## src/sv/gmd_pkg.sv

```systemverilog
`default_nettype none
// ----------------------------------------------------------------------------
// gmd_pkg: shared types and constants for the gradient magnitude/direction
// Holds the field widths, the direction codes, the sideband word that rides
// along the root pipeline, and the two-bit square root digit step.
// ----------------------------------------------------------------------------
package gmd_pkg;

  // field widths
  localparam int unsigned GradW  = 11;
  localparam int unsigned AbsW   = 11;
  localparam int unsigned SqW    = 2 * AbsW - 1;   // 1024^2 fits in 21 bits
  localparam int unsigned SumW   = SqW + 1;
  localparam int unsigned RadW   = 16;             // radicand below saturation
  localparam int unsigned MagW   = 8;
  localparam int unsigned DirW   = 2;
  localparam int unsigned RemW   = MagW + 2;       // partial remainder
  localparam int unsigned SqrtNs = 4;              // root stages, two bits each

  // direction codes
  localparam logic [DirW-1:0] Dir0   = 2'd0;
  localparam logic [DirW-1:0] Dir45  = 2'd1;
  localparam logic [DirW-1:0] Dir90  = 2'd2;
  localparam logic [DirW-1:0] Dir135 = 2'd3;

  // payload carried alongside the root computation
  typedef struct packed {
    logic [DirW-1:0] dir;
    logic            sat;
  } side_t;

  // partial root state
  typedef struct packed {
    logic [RemW-1:0] rem;
    logic [MagW-1:0] root;
  } root_t;

  // one restoring digit step: bring down two radicand bits, try root*4+1
  function automatic root_t sqrt_step(root_t cur, logic [1:0] pair);
    logic [RemW+1:0] tmp;
    logic [RemW+1:0] trial;
    root_t           nxt;
    tmp   = {cur.rem, pair};
    trial = {2'b00, cur.root, 2'b01};
    if (tmp >= trial) begin
      nxt.rem  = RemW'(tmp - trial);
      nxt.root = {cur.root[MagW-2:0], 1'b1};
    end else begin
      nxt.rem  = tmp[RemW-1:0];
      nxt.root = {cur.root[MagW-2:0], 1'b0};
    end
    return nxt;
  endfunction

endpackage

`default_nettype wire

```

## src/sv/gmd_isqrt.sv

```systemverilog
`default_nettype none
// ----------------------------------------------------------------------------
// gmd_isqrt: pipelined 16-bit integer square root
// Four register stages, each resolving two root bits with a restoring digit
// step. Valid bits travel with the data; each stage holds when it is full and
// the stage after it cannot take its word.
// ----------------------------------------------------------------------------
module gmd_isqrt (
  input  wire logic                        clk_i,
  input  wire logic                        rst_ni,
  input  wire logic                        valid_i,
  output logic                             ready_o,
  input  wire logic [gmd_pkg::RadW-1:0]    rad_i,
  input  wire gmd_pkg::side_t              side_i,
  output logic                             valid_o,
  input  wire logic                        ready_i,
  output logic [gmd_pkg::MagW-1:0]         root_o,
  output gmd_pkg::side_t                   side_o
);

  localparam int unsigned Ns = gmd_pkg::SqrtNs;

  logic [Ns-1:0]             vld_q;
  logic [Ns-1:0]             en;
  gmd_pkg::root_t            st_q   [Ns];
  logic [gmd_pkg::RadW-1:0]  rad_q  [Ns];
  gmd_pkg::side_t            side_q [Ns];

  // stage enables: a stage loads when empty or when its word moves on
  always_comb begin
    en[Ns-1] = !vld_q[Ns-1] || ready_i;
    for (int i = Ns - 2; i >= 0; i--) begin
      en[i] = !vld_q[i] || en[i+1];
    end
  end

  assign ready_o = en[0];

  for (genvar g = 0; g < Ns; g++) begin : g_stage
    gmd_pkg::root_t            st_in;
    logic [gmd_pkg::RadW-1:0]  rad_in;
    gmd_pkg::side_t            side_in;
    logic                      vld_in;
    gmd_pkg::root_t            mid;
    gmd_pkg::root_t            st_d;

    if (g == 0) begin : g_first
      assign st_in   = '0;
      assign rad_in  = rad_i;
      assign side_in = side_i;
      assign vld_in  = valid_i;
    end else begin : g_next
      assign st_in   = st_q[g-1];
      assign rad_in  = rad_q[g-1];
      assign side_in = side_q[g-1];
      assign vld_in  = vld_q[g-1];
    end

    // two digit steps on the top radicand bits
    always_comb begin
      mid  = gmd_pkg::sqrt_step(st_in, rad_in[gmd_pkg::RadW-1 -: 2]);
      st_d = gmd_pkg::sqrt_step(mid, rad_in[gmd_pkg::RadW-3 -: 2]);
    end

    // valid bit
    always_ff @(posedge clk_i or negedge rst_ni) begin
      if (!rst_ni) begin
        vld_q[g] <= 1'b0;
      end else if (en[g]) begin
        vld_q[g] <= vld_in;
      end
    end

    // payload
    always_ff @(posedge clk_i) begin
      if (en[g]) begin
        st_q[g]   <= st_d;
        rad_q[g]  <= {rad_in[gmd_pkg::RadW-5:0], 4'b0000};
        side_q[g] <= side_in;
      end
    end
  end

  assign valid_o = vld_q[Ns-1];
  assign root_o  = st_q[Ns-1].root;
  assign side_o  = side_q[Ns-1];

endmodule

`default_nettype wire

```

## src/sv/gradient_magnitude_direction.sv

```systemverilog
`default_nettype none
// Takes one signed gradient pair per word and returns floor(sqrt(x^2 + y^2))
// saturated at 255 together with a two-bit edge direction (0, 45, 90 or 135
// degrees). One word is accepted every clock cycle when the output side keeps
// up. There are seven register stages: one for absolute values and direction,
// one for the two squares, one for the sum and saturation check, and four
// stages of the square root pipeline, each resolving two root bits. Every
// stage has its own valid bit and holds only while full and blocked, so
// bubbles are squeezed out under back pressure.
// ----------------------------------------------------------------------------
// gradient_magnitude_direction: gradient magnitude and quantized direction
// Stream in, stream out; fully pipelined, one word per cycle while the output keeps up.
// ----------------------------------------------------------------------------
module gradient_magnitude_direction (
  input  wire logic        clk_i,
  input  wire logic        rst_ni,
  input  wire logic        s_axis_tvalid,
  output logic             s_axis_tready,
  input  wire logic [23:0] s_axis_tdata,   // [10:0] grad_x, [21:11] grad_y, [23:22] zero
  output logic             m_axis_tvalid,
  input  wire logic        m_axis_tready,
  output logic [15:0]      m_axis_tdata    // [7:0] magnitude, [9:8] direction, [15:10] zero
);

  localparam int unsigned GradW = gmd_pkg::GradW;
  localparam int unsigned AbsW  = gmd_pkg::AbsW;
  localparam int unsigned SqW   = gmd_pkg::SqW;
  localparam int unsigned SumW  = gmd_pkg::SumW;
  localparam int unsigned RadW  = gmd_pkg::RadW;
  localparam int unsigned MagW  = gmd_pkg::MagW;

  logic signed [GradW-1:0] grad_x;
  logic signed [GradW-1:0] grad_y;

  assign grad_x = s_axis_tdata[GradW-1:0];
  assign grad_y = s_axis_tdata[2*GradW-1:GradW];

  logic v1_q, v2_q, v3_q;
  logic en1, en2, en3;
  logic sq_ready;

  // stage enables
  assign en3           = !v3_q || sq_ready;
  assign en2           = !v2_q || en3;
  assign en1           = !v1_q || en2;
  assign s_axis_tready = en1;

  // ---- stage 1: absolute values and direction
  logic [AbsW-1:0]           ax, ay;
  logic [AbsW:0]             ax2, ay2;
  logic [gmd_pkg::DirW-1:0]  dir_d;
  logic [AbsW-1:0]           ax_q, ay_q;
  logic [gmd_pkg::DirW-1:0]  dir1_q;

  always_comb begin
    ax  = grad_x[GradW-1] ? AbsW'(-grad_x) : AbsW'(grad_x);
    ay  = grad_y[GradW-1] ? AbsW'(-grad_y) : AbsW'(grad_y);
    ax2 = {ax, 1'b0};
    ay2 = {ay, 1'b0};
    // zero x points along 0 degrees, whatever the value of y
    if (grad_x == '0) begin
      dir_d = gmd_pkg::Dir0;
    end else if ({1'b0, ay} > ax2) begin
      dir_d = gmd_pkg::Dir0;
    end else if ({1'b0, ax} > ay2) begin
      dir_d = gmd_pkg::Dir90;
    end else if (grad_x[GradW-1]) begin
      dir_d = gmd_pkg::Dir135;
    end else begin
      dir_d = gmd_pkg::Dir45;
    end
  end

  always_ff @(posedge clk_i or negedge rst_ni) begin
    if (!rst_ni) begin
      v1_q <= 1'b0;
    end else if (en1) begin
      v1_q <= s_axis_tvalid;
    end
  end

  always_ff @(posedge clk_i) begin
    if (en1) begin
      ax_q   <= ax;
      ay_q   <= ay;
      dir1_q <= dir_d;
    end
  end

  // ---- stage 2: squares
  logic [SqW-1:0]            xx_q, yy_q;
  logic [gmd_pkg::DirW-1:0]  dir2_q;

  always_ff @(posedge clk_i or negedge rst_ni) begin
    if (!rst_ni) begin
      v2_q <= 1'b0;
    end else if (en2) begin
      v2_q <= v1_q;
    end
  end

  always_ff @(posedge clk_i) begin
    if (en2) begin
      xx_q   <= SqW'(ax_q * ax_q);
      yy_q   <= SqW'(ay_q * ay_q);
      dir2_q <= dir1_q;
    end
  end

  // ---- stage 3: sum of squares and saturation check
  logic [SumW-1:0]           sum;
  logic [RadW-1:0]           rad_q;
  gmd_pkg::side_t            side3_q;

  assign sum = {1'b0, xx_q} + {1'b0, yy_q};

  always_ff @(posedge clk_i or negedge rst_ni) begin
    if (!rst_ni) begin
      v3_q <= 1'b0;
    end else if (en3) begin
      v3_q <= v2_q;
    end
  end

  always_ff @(posedge clk_i) begin
    if (en3) begin
      rad_q       <= sum[RadW-1:0];
      side3_q.sat <= |sum[SumW-1:RadW];
      side3_q.dir <= dir2_q;
    end
  end

  // ---- stages 4..7: square root
  logic [MagW-1:0]  root;
  gmd_pkg::side_t   side_out;

  gmd_isqrt u_isqrt (
    .clk_i   (clk_i),
    .rst_ni  (rst_ni),
    .valid_i (v3_q),
    .ready_o (sq_ready),
    .rad_i   (rad_q),
    .side_i  (side3_q),
    .valid_o (m_axis_tvalid),
    .ready_i (m_axis_tready),
    .root_o  (root),
    .side_o  (side_out)
  );

  // output word
  assign m_axis_tdata = {6'b000000, side_out.dir, side_out.sat ? {MagW{1'b1}} : root};

endmodule

`default_nettype wire
```

## config.mk

```make
export PLATFORM = sky130hd
export DESIGN_NAME = gradient_magnitude_direction
export DESIGN_NICKNAME = d
export VERILOG_FILES = /design/src/sv/gmd_pkg.sv /design/src/sv/gmd_isqrt.sv /design/src/sv/gradient_magnitude_direction.sv
export SDC_FILE = /design/constraint.sdc
export NUM_CORES = 1
export LEC_CHECK = 0
export BUFFER_PORTS_ARGS = -buffer_cell sky130_fd_sc_hd__buf_2
export CAP_MARGIN = 40
export CORE_UTILIZATION = 35
export CTS_CLUSTER_SIZE = 14
export DETAILED_ROUTE_END_ITERATION = 10
export PLACE_DENSITY = 0.47
export RECOVER_POWER = 25
export SLEW_MARGIN = 20
export SYNTH_ARGS = -nofsm -noshare
export SYNTH_HDL_FRONTEND = slang
export SYNTH_SLANG_ARGS = --single-unit
```

## constraint.sdc

```tcl
create_clock -name clk_i -period 6.4 [get_ports clk_i]
set_clock_uncertainty 0.1 [all_clocks]
set_input_delay 1.28 -clock clk_i [delete_from_list [all_inputs] [get_ports clk_i]]
set_output_delay 1.28 -clock clk_i [all_outputs]
set_load 0.05 [all_outputs]
```

==> flow_summary_export.csv <==
group,metric,value,unit
logic_synthesis,post_synth_most_frequent_cells,"sky130_fd_sc_hd__inv_1, sky130_fd_sc_hd__ha_1, sky130_fd_sc_hd__edfxtp_1",
timing,finalCritPeriodShare,91.0,%
layout,syn_to_final_growth,9.89,%
detailed_routing,total_wirelength,30700,microns
timing,final_max_slew_viol_count,0,
global_routing,pin_count_of_the_biggest_net_entering_global_routing,44,
detailed_routing,drtIter0Drc,517,
timing,timing.fmax,172,MHz
logic_synthesis,post-synth-top-area-cell,"sky130_fd_sc_hd__edfxtp_1",
detailed_routing,drt_pre_antenna_iters,6,
placement,hpwl,25400,microns
floorplan,die-width,214,microns
layout,fillerInstances,4434,
floorplan,fp-row-count,77,
worst_setup_path,crit_path_end_kind,"register",
floorplan,die_height,214,microns
logic_synthesis,ys_types,79,
hold_path,min_delay_startpoint,"u_isqrt.rad_q[0][2]",
detailed_routing,via_count_of_the_routed_design,10314,
clocking,clock_sinks,175,
layout,fin_nets,1878,
worst_setup_path,critPathRequiredTime,6.48,ns
logic_synthesis,synth_ff_type,"sky130_fd_sc_hd__edfxtp_1",
status,run_status,"completed",
worst_setup_path,rr_startpoint,"ay_q[0]",
clocking,clk_pin_slew_worst_paths,0.08,ns
detailed_routing,routed_via_count_divided_by_cell_count,4.81,
timing,period_needed,5.83,ns
clocking,cts_inserted_buffers,17,
logic_synthesis,synth-seq-cells,175,
logic_synthesis,synth_top_area_share,32.0,%
clocking,postCtsSetupBuffers,0,
timing,timing.slew.headroom,3.86,%
placement,place.gp.congestion,0.805,
timing,fin_tns_setup,0,ns
hold_path,hp-class,"reg -> reg",
logic_synthesis,synthArstFlopShare,4.00,%
hold_path,hold_depth,0,
clocking,clock_tree.root_cell,"sky130_fd_sc_hd__clkbuf_16",
global_routing,grt_first_pass_wirelength,53200,microns
detailed_routing,antenna_left,0,
floorplan,core_region_area,0.0443,sq mm
logic_synthesis,synth_edf_count,168,
logic_synthesis,syn-instance-count,1494,
global_routing,grt_remaining_overflow,0,
global_routing,number_of_antenna_violations_at_the_first_check_in_global_routing,0,
placement,portBuffers,37,
run,max_cap_violations,0,
worst_setup_path,rrSetupSlack,0.57,ns
clocking,cts-htree-levels,4,
detailed_routing,route.detailed.wl_per_inst,14.3,microns
worst_setup_path,logic_depth_of_the_worst_register_to_register_path,19,
worst_setup_path,worst_r2r_endpoint,"yy_q[18]",
clocking,cts_resized,0,
floorplan,die_area,0.0459,sq mm
timing,hold_viol_final,0,
logic_synthesis,synth.cell_area,0.0158,sq mm
worst_setup_path,signal_arrival_time_at_the_worst_endpoint,5.91,ns
logic_synthesis,synth_area_leaders,"sky130_fd_sc_hd__edfxtp_1, sky130_fd_sc_hd__fa_1, sky130_fd_sc_hd__ha_1",
global_routing,gr-usage-all-layers,14.2,%
clocking,post_cts_hold_buffer_count,0,
timing,grt_setup_unrepaired,"no",
logic_synthesis,synthesis.yosys.warnings,0,
clocking,ctsLongestPathBuffers,2,
layout,proportion_of_layout_cells_with_a_drive_suffix_above_1,8.24,%
timing,tightest_slew,1.44,ns
layout,antenna-diode-count,0,
worst_setup_path,worstSetupPathType,"reg -> reg",
floorplan,initial_core_util,35.6,%
worst_setup_path,path_max_fanout,12,
logic_synthesis,synth_seq_area_share,33.1,%
timing,setup_violations,0,
global_routing,grt_pass1_vias,10858,
clocking,clkLatencyLatePin,0.44,ns
detailed_routing,detail_route.drc_violations,0,
floorplan,io_pins,46,
clocking,cts_tree,"done",
logic_synthesis,syn_avg_cell_area,10.5,sq um
worst_setup_path,critPathLaunchType,"register",
logic_synthesis,leading_cell_type_by_number_of_instances_after_synthesis,"sky130_fd_sc_hd__inv_1",
hold_path,hold-path-endpoint,"u_isqrt.rad_q[1][6]",
-- through the flow --
stage / util, % / std cells / hold slack [ns] / instance area, sq um / worst slack, ns
3_3_place_gp: 37.6 / 2110 / 0.300 / 16700 / 0.606
3_5_place_dp: 37.7 / 2112 / 0.306 / 16700 / 0.630
6_report: 39.1 / 2145 / 0.313 / 17300 / 0.574
4_1_cts: 39.1 / 2144 / 0.314 / 17300 / 0.615
5_1_grt: 39.1 / 2145 / 0.315 / 17300 / 0.154
2_1_floorplan: - / 1501 / 0.300 / 15800 / 0.870
-- worst max path at each step --
stage | depth (start not counted) | end | slack, ns | start
final | 19 | yy_q[18] | 0.57 | ay_q[0]
after floorplan | 19 | xx_q[19] | 0.87 | ax_q[2]
after global placement | 18 | xx_q[19] | 0.61 | ax_q[2]
after detailed placement | 18 | xx_q[19] | 0.63 | ax_q[2]
after CTS | 18 | xx_q[19] | 0.62 | ax_q[2]
after global routing | 20 | yy_q[18] | 0.15 | ay_q[0]
-- worst max-delay path: stages, from the launching register on --
cell,delay (ns)
sky130_fd_sc_hd__edfxtp_1,0.37
sky130_fd_sc_hd__clkbuf_1,0.54
sky130_fd_sc_hd__and2_1,0.28
sky130_fd_sc_hd__inv_1,0.07
sky130_fd_sc_hd__fa_1,0.46
sky130_fd_sc_hd__fa_1,0.42
sky130_fd_sc_hd__inv_1,0.08
sky130_fd_sc_hd__fa_1,0.42
sky130_fd_sc_hd__fa_1,0.49
sky130_fd_sc_hd__inv_1,0.05
sky130_fd_sc_hd__fa_1,0.52
sky130_fd_sc_hd__inv_1,0.04
sky130_fd_sc_hd__ha_1,0.37
sky130_fd_sc_hd__a21o_1,0.18
sky130_fd_sc_hd__a21oi_1,0.19
sky130_fd_sc_hd__a311oi_1,0.15
sky130_fd_sc_hd__a41o_1,0.28
sky130_fd_sc_hd__nor4_1,0.27
sky130_fd_sc_hd__nor2_1,0.13
sky130_fd_sc_hd__xor2_1,0.15
-- layout by cell type (no fill, tap or decap), drive strengths merged, types with 10 or more instances in the layout --
cell type and count:
a211oi 10, a21o 27, a21oi 49, and2 69, and3 10, buf 52
clkbuf 24, edfxtp 168, fa 128, ha 182, inv 284, nand2 74
nand2b 16, nand3 18, nand4 13, nor2 68, nor2b 17, nor3 32
nor4 10, o21a 21, o21ai 39, o31ai 11, or2 16, xnor2 71
xor2 27
-- final cells by class --
type	instances	area, sq um	area share (%)
flip-flops and latches	175	5220	30.1
inverters	277	1040	6.00
repair buffers	58	350	2.02
clock buffers	18	429	2.48
clock inverters	14	189	1.09
multi-input cells	1011	9350	54.0
well taps	592	741	4.28
-- per-layer routing --
| metal | vias up | routed length [microns] | share of wire [%] | GRT usage [%] |
|---|---|---|---|---|
| li1 | 5121 | - | - | - |
| met1 | 5057 | 13600 | 44 | 17.1 |
| met2 | 112 | 16200 | 53 | 26.5 |
| met3 | 24 | 572 | 1.9 | 2.24 |
| met4 | 0 | 379 | 1.2 | 3.00 |
| met5 | - | 0 | 0 | 0 |
-- sequential cells by signal, summed over array words and instances (netlist names), 3 cells and up --
register / flops
u_isqrt.st_q: 47
u_isqrt.rad_q: 24
xx_q: 20
yy_q: 20
rad_q: 16
u_isqrt.side_q: 12
ax_q: 11
ay_q: 11
side3_q: 3
u_isqrt.g_stage.vld_in: 3
-- cell families after synthesis --
| kind of cell | Yosys count | synth area share, % |
|---|---|---|
| xor+xnor | 98 | 5.45 |
| other cells | 1 | 0.0238 |
| mux | 16 | 1.16 |
| compound gates | 211 | 9.26 |
| flops | 175 | 33.1 |
| buf+inv | 315 | 7.79 |
| simple gates | 368 | 12.5 |
| fa+ha+maj | 310 | 30.7 |
Power is not shown: default switching activity piles up to over one toggle a cycle in this logic, so the estimate is an artifact.
